===== src/slid_pkg.sv =====
// ----------------------------------------------------------------------------
// Sorted list package
// Codes, widths and shared types of the sorted list block.
// ----------------------------------------------------------------------------
package slid_pkg;

    localparam int DATA_W       = 32;
    localparam int POS_W        = 6;
    localparam int STATUS_W     = 3;
    localparam int CMD_W        = 2;
    localparam int COUNT_W      = 7;
    localparam int DEF_CAPACITY = 32;
    localparam int OUT_TDATA_W  = 40;

    typedef enum logic [CMD_W-1:0] {
        CMD_INSERT = 2'd0,
        CMD_DELETE = 2'd1,
        CMD_DUMP   = 2'd2,
        CMD_NONE   = 2'd3
    } cmd_t;

    typedef enum logic [STATUS_W-1:0] {
        ST_DONE      = 3'd0,
        ST_NOT_FOUND = 3'd1,
        ST_FULL      = 3'd2,
        ST_DUMP      = 3'd3,
        ST_EMPTY     = 3'd4
    } status_t;

    typedef enum logic [1:0] {
        CELL_HOLD,
        CELL_INS,
        CELL_DEL,
        CELL_ROT
    } cell_op_t;

    typedef enum logic {
        S_IDLE,
        S_DUMP
    } state_t;

    // Broadcast from the controller to every cell
    typedef struct packed {
        cell_op_t           op;
        logic [DATA_W-1:0]  key;
        logic [COUNT_W-1:0] count;
    } cell_ctrl_t;

    typedef struct packed {
        status_t            status;
        logic [DATA_W-1:0]  value;
        logic [POS_W-1:0]   position;
        logic               last;
    } result_t;

endpackage


===== src/slid_cell.sv =====
// ----------------------------------------------------------------------------
// Sorted list cell
// One list slot: compares its entry with the key and shifts with neighbors.
// ----------------------------------------------------------------------------
module slid_cell
    import slid_pkg::*;
#(
    parameter int IDX = 0
) (
    input  logic              aclk,
    input  cell_ctrl_t        ctrl,
    input  logic [DATA_W-1:0] left_val,
    input  logic              left_gt,
    input  logic              left_ge,
    input  logic [DATA_W-1:0] right_val,
    input  logic [DATA_W-1:0] head_val,
    output logic [DATA_W-1:0] val,
    output logic              gt,
    output logic              ge,
    output logic              match
);

    logic [DATA_W-1:0] val_reg;
    logic [DATA_W-1:0] val_next;
    logic              occ;
    logic              tail;

    // Compare the stored entry with the key
    assign occ   = (COUNT_W'(IDX) < ctrl.count);
    assign tail  = (ctrl.count == COUNT_W'(IDX + 1));
    assign gt    = occ && ($signed(ctrl.key) > $signed(val_reg));
    assign ge    = occ && !gt;
    assign match = ge && !left_ge && (val_reg == ctrl.key);
    assign val   = val_reg;

    // Pick the next entry from self, key, a neighbor or the head cell
    always_comb begin
        val_next = val_reg;
        case (ctrl.op)
            CELL_INS: begin
                if (!gt) begin
                    val_next = left_gt ? ctrl.key : left_val;
                end
            end
            CELL_DEL: begin
                if (ge) begin
                    val_next = right_val;
                end
            end
            CELL_ROT: begin
                val_next = tail ? head_val : right_val;
            end
            default: begin
                val_next = val_reg;
            end
        endcase
    end

    always_ff @(posedge aclk) begin
        val_reg <= val_next;
    end

endmodule


===== config.mk =====
export PLATFORM = sky130hd
export DESIGN_NAME = slid_cell
export DESIGN_NICKNAME = d
export VERILOG_FILES = /design/src/slid_pkg.sv /design/src/slid_cell.sv
export SDC_FILE = /design/constraint.sdc
export NUM_CORES = 1
export LEC_CHECK = 0
export ABC_AREA = 1
export BUFFER_PORTS_ARGS = -buffer_cell sky130_fd_sc_hd__buf_2
export CAP_MARGIN = 40
export CELL_PAD_IN_SITES_DETAIL_PLACEMENT = 1
export CELL_PAD_IN_SITES_GLOBAL_PLACEMENT = 1
export CORE_MARGIN = 1
export CORE_UTILIZATION = 27
export DETAILED_ROUTE_END_ITERATION = 10
export PLACE_DENSITY_LB_ADDON = 0.1
export SLEW_MARGIN = 10
export SYNTH_ARGS = -nofsm -noshare
export SYNTH_HDL_FRONTEND = slang
export SYNTH_SLANG_ARGS = --single-unit

===== constraint.sdc =====
create_clock -name aclk -period 2.6 [get_ports aclk]
set_input_delay 0.26 -clock aclk [delete_from_list [all_inputs] [get_ports aclk]]
set_output_delay 0.26 -clock aclk [all_outputs]
set_load 0.05 [all_outputs]

==> results of run 1 <==
Yosys cell counts (all sizes together) (3+ instances only):
library cell  count  area [um^2]
edfxtp           32          961
o21ai            65          325
nand2            80          305
buf               3         15.0
inv              48          180
ha               32          400
a21oi            13         76.3
nand3             4         25.0
o221ai           31          272
clkbuf           18         67.6
nor2             78          298
tightest hold or removal path, delay by kind of cell:
kind | cells | cell delay [ns]
buffers and inverters | 1 | 0.09
AO/OA/AOI/OAI | 1 | 0.06
AND/OR/NAND/NOR | 1 | 0.04
cell type report:
| cell class | count | area [um^2] |
|---|---|---|
| inverters | 49 | 184 |
| clock buffers | 6 | 72.6 |
| multi-input cells | 313 | 1800 |
| flip-flops and latches | 32 | 961 |
| repair buffers | 188 | 1030 |
| clock inverters | 1 | 5.00 |
| fillers | 1401 | 6620 |
| well taps | 140 | 175 |
kinds of logic after synthesis:
kind of cell,Yosys count,share of synthesized area (%)
AND/OR/NAND/NOR,168,22.2
flip-flops,32,32.0
AO/OA/AOI/OAI,113,23.5
buffers and inverters,70,8.89
adder cells (fa/ha/maj),32,13.3
power by group through the flow:
stage / Combinational (uW) / Clock (uW) / Sequential [uW]
5_1_grt: 1380 / 410 / 770
3_5_place_dp: 1220 / 0 / 768
4_1_cts: 1230 / 393 / 759
3_3_place_gp: 1200 / 0 / 767
6_report: 1260 / 376 / 756
2_1_floorplan: 464 / 0 / 1100
worst max path at each step:
| stage | to | cells after the start | slack [ns] | from |
|---|---|---|---|---|
| 6_report | ge | 16 | 0.23 | val[19] |
| 4_1_cts | ge | 14 | 0.05 | val[13] |
| 3_3_place_gp | val[18] | 16 | 0.22 | ctrl[20] |
| 3_5_place_dp | val[15] | 16 | 0.15 | val[13] |
| 2_1_floorplan | val[0] | 15 | 0.14 | val[21] |
| 5_1_grt | ge | 14 | -0.009 | val[21] |
what timing repair did:
action,in CTS,in global routing
buffers inserted,0,5
setup endpoints to repair,0,26
resized for setup,0,6
per-stage QoR:
stage                     setup TNS [ns]  power (uW)  util (%)  instance area (um^2)  hold WS (ns)
after CTS                              0        2380      38.5                  4170         0.269
after floorplan                        0        1570         -                  3010         0.459
after global placement                 0        1970      37.5                  4070         0.566
after global routing            -0.00979        2560      39.0                  4220         0.287
after detailed placement               0        1990      37.8                  4100         0.575
final                                  0        2390      39.0                  4220         0.279
layer usage:
layer | routed length, um | part of all wire, %
met5 | 0 | 0
met4 | 47 | 0.38
met3 | 640 | 5.2
met2 | 5890 | 48
met1 | 5650 | 46
==> flow_metrics.tcl, run 1 <==
set metrics [dict create \
    rsz0062_at_grt "true" \
    whs_path_depth 3 \
    grt_pass1_wl_um 19200 \
    final_common_cell "buf_2" \
    die_h_um 107 \
    synth_fp_nets 587 \
    numPortBuffers 174 \
    viasPerCell 4.91 \
    drt_wl_total_um 12200 \
    initial_core_util_pct 27.7 \
    yosys_warnings 0 \
    min_to "val[15]" \
    hold_viol_final 0 \
    grt_util_all_layers_pct 21.8 \
    r2r_end "val[11]" \
    area_growth_pct 40.8 \
    cts-root-buf "clkbuf_8" \
    overflow 0 \
    netlist-cell-type-count 26 \
    cts_buffers 5 \
    cp_slowest_cell "edfxtp_1" \
    power_leakage_uw 0.00211 \
    rows 38 \
    worstPathMaxFanout 2 \
    dp.cells 717 \
    synthesis.area_um2 3000 \
    core_um2 10800 \
    vdd_drop_max_v 0.000236 \
    route.detailed.drc 0 \
    cap_violations 0 \
    met2_usage_pct 38.4 \
    swShare_pct 45.8 \
    synth_area_per_cell_um2 7.23 \
    fin_crit_sh_pct 91.2 \
    tightest_slew_ns 0.571 \
    met3_usage_pct 2.97 \
    synth_edf_count 32 \
    clk_pin_slew_ns 0.07 \
    synth-async-reset-ratio_pct 0 \
    status "complete, no violations" \
    reg2reg_from "val[19]" \
    rrSetupSlack_ns 0.27 \
    antenna_found_initial 0 \
    end_kind "primary output" \
    antenna-diode-count 0 \
    die_w_um 107 \
    wl_per_cell_um 16.8 \
    min_from "right_val[15]" \
    path_common_cell "nand2_1" \
    ctsHoldBuffers 0 \
    synth_seq_area_share_pct 32.0 \
    nets 761 \
    power_density_nw_per_um2 566 \
    crit_arrival_ns 2.11 \
    layout-drive-gt1-share_pct 35.5 \
    required_ns 2.34 \
    skew_ns 0.00393 \
    ys_seq_elements 32 \
    path_class "reg2out" \
    drv_slew 0 \
    finalCriticalPeriod_ns 2.37 \
    clock_latency_ns 0.28 \
    ant_nets 0 \
    max_slew_margin_pct 61.7 \
    p_seq_share_pct 31.6 \
    layout_setup_ws_ns 0.230 \
    cts_max_level 2 \
    hold_class "in2reg" \
    clkSinkCount 32 \
    internal_power_uw 1300 \
    place_ws_ns 0.146 \
    place.gp.congestion 0.769 \
    hpwl_um 9350 \
    cts_tree "done" \
    synthCells 415 \
    start_kind "register" \
    switchingPower_uw 1090 \
    grt_max_degree 34 \
    max_stage_delay_ns 0.38 \
    fp.dieArea_um2 11500 \
    clkPwrFrac_pct 15.7 \
    ioPinCount 175 \
    largest_reg_flops 32 \
    num_vias 3582 \
    layout_common_cells "172 x buf_2, 77 x nand2_1, 75 x nor2_1" \
    timing.critical_path.buf_inv 4 \
    worst-r2r-cell-count 18 \
    grt_pass1_vias 3710 \
    busiest_layer "met2" \
    max_freq_mhz 422 \
    setup_viol 0 \
    path_delay_family "simple AND/OR/NAND/NOR gates" \
    met1_usage_pct 28.3 \
    drt_iter0_markers 179 \
    synth_ff_type "edfxtp_1" \
    worstPathCellList "inv_1 -> ha_1 -> nand2_1 -> inv_1 -> nand2_1 -> nand2_1 -> nand2_1 -> nand3_2 -> a21oi_4 -> nand2_1 -> nand2_1 -> nand2_1 -> nand2_1 -> nand2_1 -> inv_1 -> buf_6" \
    layout.cells.non_filler 729 \
    combPwrFrac_pct 52.6 \
    first_pass_iters 4 \
    clock_tree.buffer_depth 2 \
]
Power figures use the tool's default switching activity.
==> run 2, diff against run 1 <==
==> constraint.sdc (replaced) <==
create_clock -name aclk -period 2.1 [get_ports aclk]
set_input_delay 0.21 -clock aclk [delete_from_list [all_inputs] [get_ports aclk]]
set_output_delay 0.21 -clock aclk [all_outputs]
set_load 0.05 [all_outputs]
==> run 2 against run 1 <==
Sequential share of layout area fell by 3.3 points. Setup slack got worse by 0.59 ns. The flow now finishes with violations (negative setup slack). Via count rose by 7.3%. Sequential power rose by 24%. Clock power rose by 61%. Critical path type is now reg2reg. Routed wire length rose by 6.4%. Cell count rose by 8.1%.
==> flow_metrics.tcl, run 2 (synthesized netlist as in run 1, its figures left out) <==
set metrics [dict create \
    wl_per_cell_um 16.5 \
    setup_viol 35 \
    place.gp.congestion 0.810 \
    hpwl_um 9540 \
    grt_pass1_vias 4055 \
    final_common_cell "buf_2" \
    route.detailed.drc 0 \
    grt_max_degree 34 \
    overflow 0 \
    max_freq_mhz 407 \
    fp.dieArea_um2 11500 \
    drv_slew 0 \
    start_kind "register" \
    drt_wl_total_um 13000 \
    max_slew_margin_pct 43.0 \
    end_kind "register" \
    die_h_um 107 \
    clkSinkCount 32 \
    crit_arrival_ns 2.44 \
    worstPathMaxFanout 8 \
    clock_tree.buffer_depth 2 \
    layout_common_cells "171 x buf_2, 70 x nor2_1, 67 x nand2_1" \
    fin_crit_sh_pct 117 \
    required_ns 2.09 \
    power_leakage_uw 0.00244 \
    final_util_pct 45.6 \
    cts-root-buf "clkbuf_8" \
    initial_core_util_pct 27.7 \
    cts_tree "done" \
    drt_iter0_markers 148 \
    hold_class "in2reg" \
    largest_reg_flops 32 \
    hold_viol_final 0 \
    skew_ns 0.0149 \
    reg2reg_from "val[21]" \
    vdd_drop_max_v 0.000285 \
    tightest_slew_ns 0.853 \
    rows 38 \
    nets 818 \
    critPathLaunch "val[21]" \
    area_growth_pct 64.8 \
    ant_nets 0 \
    min_from "right_val[26]" \
    hold_slack_ns 0.229 \
    first_pass_iters 4 \
    ioPinCount 175 \
    cap_violations 0 \
    rsz0062_at_grt "true" \
    layout_setup_ws_ns -0.358 \
    ctsHoldBuffers 0 \
    status "finished with violations" \
    grt_util_all_layers_pct 22.8 \
    cts_buffers 5 \
    num_vias 3843 \
    path_class "reg2reg" \
    cts_max_level 2 \
    clock_latency_ns 0.29 \
    power_density_nw_per_um2 718 \
    clk_pin_slew_ns 0.08 \
    finalCriticalPeriod_ns 2.46 \
    layout-drive-gt1-share_pct 46.4 \
    core_um2 10800 \
    viasPerCell 4.88 \
    antenna_found_initial 2 \
    grt_pass1_wl_um 20400 \
    numPortBuffers 174 \
    die_w_um 107 \
    violations "negative setup slack" \
]
## run 2: changes by cell type in the layout (fill, tap and decap cells not counted), moves of 7 or more
cell	before	now
buf_4	12	60
ha_1	32	25
nand2_1	77	67
ha_4	0	7
## run 2: per-stage QoR
stage                     TNS [ns]  total power, uW  instance area (um^2)  setup slack (ns)  instances
after CTS                    -8.59             3430                  4760            -0.328        780
after global routing        -16.52             3770                  4940            -0.498        788
after floorplan              -9.60             1950                  3040            -0.287        415
after detailed placement     -7.63             2620                  4430            -0.236        763
final                       -11.90             3550                  4940            -0.358        788
after global placement       -6.18             2590                  4430            -0.190        763
## run 2: report_power, final
part / internal [uW] / total (uW) / switching, uW
combinational: 785 / 2010 / 1220
clock: 346 / 606 / 259
sequential: 872 / 935 / 62.6
## run 2: final timing paths
kind	to	slack [ns]	cells past startpoint
min	val[26]	0.23	3
max	val[17]	-0.36	17
max reg2reg	val[17]	-0.36	17
min reg2reg	val[7]	1.47	8
## run 2: area by class of cell
class | count | area (um^2)
flip-flops and latches | 32 | 961
multi-input cells | 316 | 2050
well taps | 140 | 175
diodes | 1 | 2.50
inverters | 49 | 186
clock buffers | 5 | 68.8
clock inverters | 3 | 37.5
repair buffers | 242 | 1460
fillers | 1410 | 5900
## run 2: worst max-delay path, cell delays in order, from the launching register on
cell	delay, ns
edfxtp_1	0.42
inv_2	0.09
ha_4	0.20
a21oi_2	0.11
nor2_1	0.06
nor2_1	0.13
nand3_2	0.13
a21oi_4	0.18
nand2_1	0.06
nand2_1	0.05
nand2_1	0.07
nand2_1	0.09
nand2_2	0.08
buf_6	0.12
nand2_4	0.07
nand2_8	0.08
buf_12	0.14
nand2_8	0.09
## run 2: layer usage
| layer | up-vias | routed length (um) | track usage, % |
|---|---|---|---|
| li1 | 1903 | - | - |
| met1 | 1828 | 5860 | 29.4 |
| met2 | 101 | 6480 | 40.7 |
| met3 | 9 | 565 | 2.85 |
| met4 | 2 | 81 | 4.31 |
| met5 | - | 13 | 0 |
## run 2: what timing repair did
action,CTS,global route
gates cloned,3,0
buffers inserted,6,7
setup endpoints to repair,35,35
endpoints found under the hold margin,0,0
resized for setup,31,22
pin swaps,10,12
==> run 3, diff against run 2 <==
--- a/config.mk
+++ b/config.mk
@@ -11,7 +11,8 @@
 export CELL_PAD_IN_SITES_DETAIL_PLACEMENT = 1
 export CELL_PAD_IN_SITES_GLOBAL_PLACEMENT = 1
 export CORE_MARGIN = 1
-export CORE_UTILIZATION = 27
+export CORE_UTILIZATION = 28
+export CTS_BUF_LIST = sky130_fd_sc_hd__clkbuf_8
 export DETAILED_ROUTE_END_ITERATION = 10
 export PLACE_DENSITY_LB_ADDON = 0.1
 export SLEW_MARGIN = 10
==> run 3 against run 2 <==
The flow still finishes with violations (negative setup slack). Clock skew decreased by 0.0098 ns. Critical path depth decreased by 1. Utilization increased by 1.2 points. Power decreased by 1.1%. Hold slack got worse by 0.0059 ns. Clock power about the same. Critical endpoint is now gt. Largest cell class unchanged.
==> flow_metrics.tcl, run 3 (synthesized netlist as in run 1, its figures left out) <==
set metrics [dict create \
    antenna-diode-count 0 \
    grt_pass1_wl_um 19700 \
    max_stage_delay_ns 0.38 \
    overflow 0 \
    cts_buffers 5 \
    worstPathCellList "inv_2 -> ha_4 -> nand2_1 -> nor2_4 -> nand2_2 -> inv_1 -> nand2_1 -> nand2_2 -> nand2_2 -> nand2_1 -> nand2_1 -> nand2_2 -> nand3_4 -> buf_6 -> inv_4 -> buf_8" \
    place_ws_ns -0.339 \
    ioPinCount 175 \
    start_kind "register" \
    layout_common_cells "171 x buf_2, 71 x nor2_1, 64 x nand2_1" \
    num_vias 3792 \
    hold_viol_final 0 \
    fp.dieArea_um2 11100 \
    layout.cells.non_filler 773 \
    multi_input_area_um2 2090 \
    hpwl_um 9460 \
    core_um2 10400 \
    path_delay_family "simple AND/OR/NAND/NOR gates" \
    drv_slew 0 \
    whs_path_depth 3 \
    numPortBuffers 174 \
    grt_max_degree 32 \
    cts-root-buf "clkbuf_8" \
    layout-drive-gt1-share_pct 46.3 \
    drt_wl_total_um 12700 \
    end_kind "primary output" \
    max_slew_margin_pct 43.1 \
    crit_arrival_ns 2.14 \
    finalCriticalPeriod_ns 2.35 \
    cts_max_level 2 \
    met1_usage_pct 29.3 \
    die_h_um 105 \
    status "finished with violations" \
    max_freq_mhz 426 \
    first_pass_iters 4 \
    die_w_um 105 \
    grt_util_all_layers_pct 22.6 \
    seqCellArea_um2 961 \
    wl_per_cell_um 16.4 \
    nets 808 \
    vdd_drop_max_v 0.000284 \
    ant_nets 0 \
    layout_setup_ws_ns -0.248 \
    fin_crit_sh_pct 112 \
    timing.critical_path.buf_inv 5 \
    dp.cells 752 \
    violations "negative setup slack" \
    place.gp.congestion 0.762 \
    power_leakage_uw 0.00238 \
    clock_latency_ns 0.28 \
    clk_pin_slew_ns 0.08 \
    cp.depth 16 \
    setup_viol 35 \
    worstPathMaxFanout 2 \
    power_density_nw_per_um2 722 \
    rsz0062_at_grt "true" \
    met2_usage_pct 40.1 \
    final_common_cell "buf_2" \
    grt_pass1_vias 3888 \
    ctsHoldBuffers 0 \
    worst-r2r-cell-count 15 \
    busiest_layer "met2" \
    met3_usage_pct 2.84 \
    required_ns 1.89 \
    clock_tree.buffer_depth 2 \
    initial_core_util_pct 28.9 \
    clkSinkCount 32 \
    n_fill_cell 1364 \
    path_class "reg2out" \
    route.detailed.drc 0 \
    cp_slowest_cell "edfxtp_1" \
    tightest_slew_ns 0.851 \
    hold_class "in2reg" \
    viasPerCell 4.91 \
    drt_iter0_markers 129 \
    cap_violations 0 \
    largest_reg_flops 32 \
    skew_ns 0.00515 \
    cts_tree "done" \
    antenna_found_initial 0 \
    rows 37 \
    area_growth_pct 62.0 \
]
-- run 3: timing repair --
action                                  CTS  global route
setup buffers                             8             3
pin swaps                                18             3
cloned                                    3             0
resized for setup                        44            14
endpoints found under the setup margin   35            35
-- run 3: power breakdown --
group | internal [uW] | switching (uW) | leakage [uW] | total [uW]
Combinational | 746 | 1220 | 0.00200 | 1960
Sequential | 873 | 69.1 | 0.000320 | 942
Clock | 348 | 256 | 0.0000593 | 604
-- run 3: worst reg2reg max path, delay by kind of cell, from the launching register on --
family / cells / cell delay (ns)
AND/OR/NAND/NOR: 11 / 1.13
flip-flops: 1 / 0.41
AO/OA/AOI/OAI: 1 / 0.15
buffers and inverters: 2 / 0.14
adder cells (fa/ha/maj): 1 / 0.20
-- run 3: layout make-up --
cell class	instances	share of cell area [%]
Multi-Input combinational cell	316	43.1
Timing Repair Buffer	232	27.6
Sequential cell	32	19.8
Inverter	49	3.84
Tap cell	136	3.50
Clock buffer	5	1.42
Clock inverter	3	0.798
-- run 3: layer usage --
layer  routed length, um  vias to the layer above
li1                    -                     1883
met1                5620                     1764
met2                6190                      134
met3                 708                       11
met4                 156                        0
met5                   0                        -
-- run 3: final timing paths --
kind | to | slack (ns) | from
worst min register to register | val[8] | 1.54 | val[0]
worst max register to register | val[20] | -0.21 | val[19]
worst max-delay path | gt | -0.25 | val[13]
worst min-delay path | val[5] | 0.22 | right_val[5]
-- run 3: metrics by stage --
step                      total power (uW)  setup TNS [ns]  hold WS (ns)  instance area, um^2  utilization [%]
after CTS                             3460           -9.28         0.222                 4770             46.0
after detailed placement              2610          -11.22         0.519                 4370             42.1
final                                 3510           -7.30         0.223                 4860             46.9
after global placement                2560           -8.12         0.516                 4370             42.1
after floorplan                       1950           -9.60         0.409                 3040                -
after global routing                  3730          -12.28         0.228                 4860             46.9
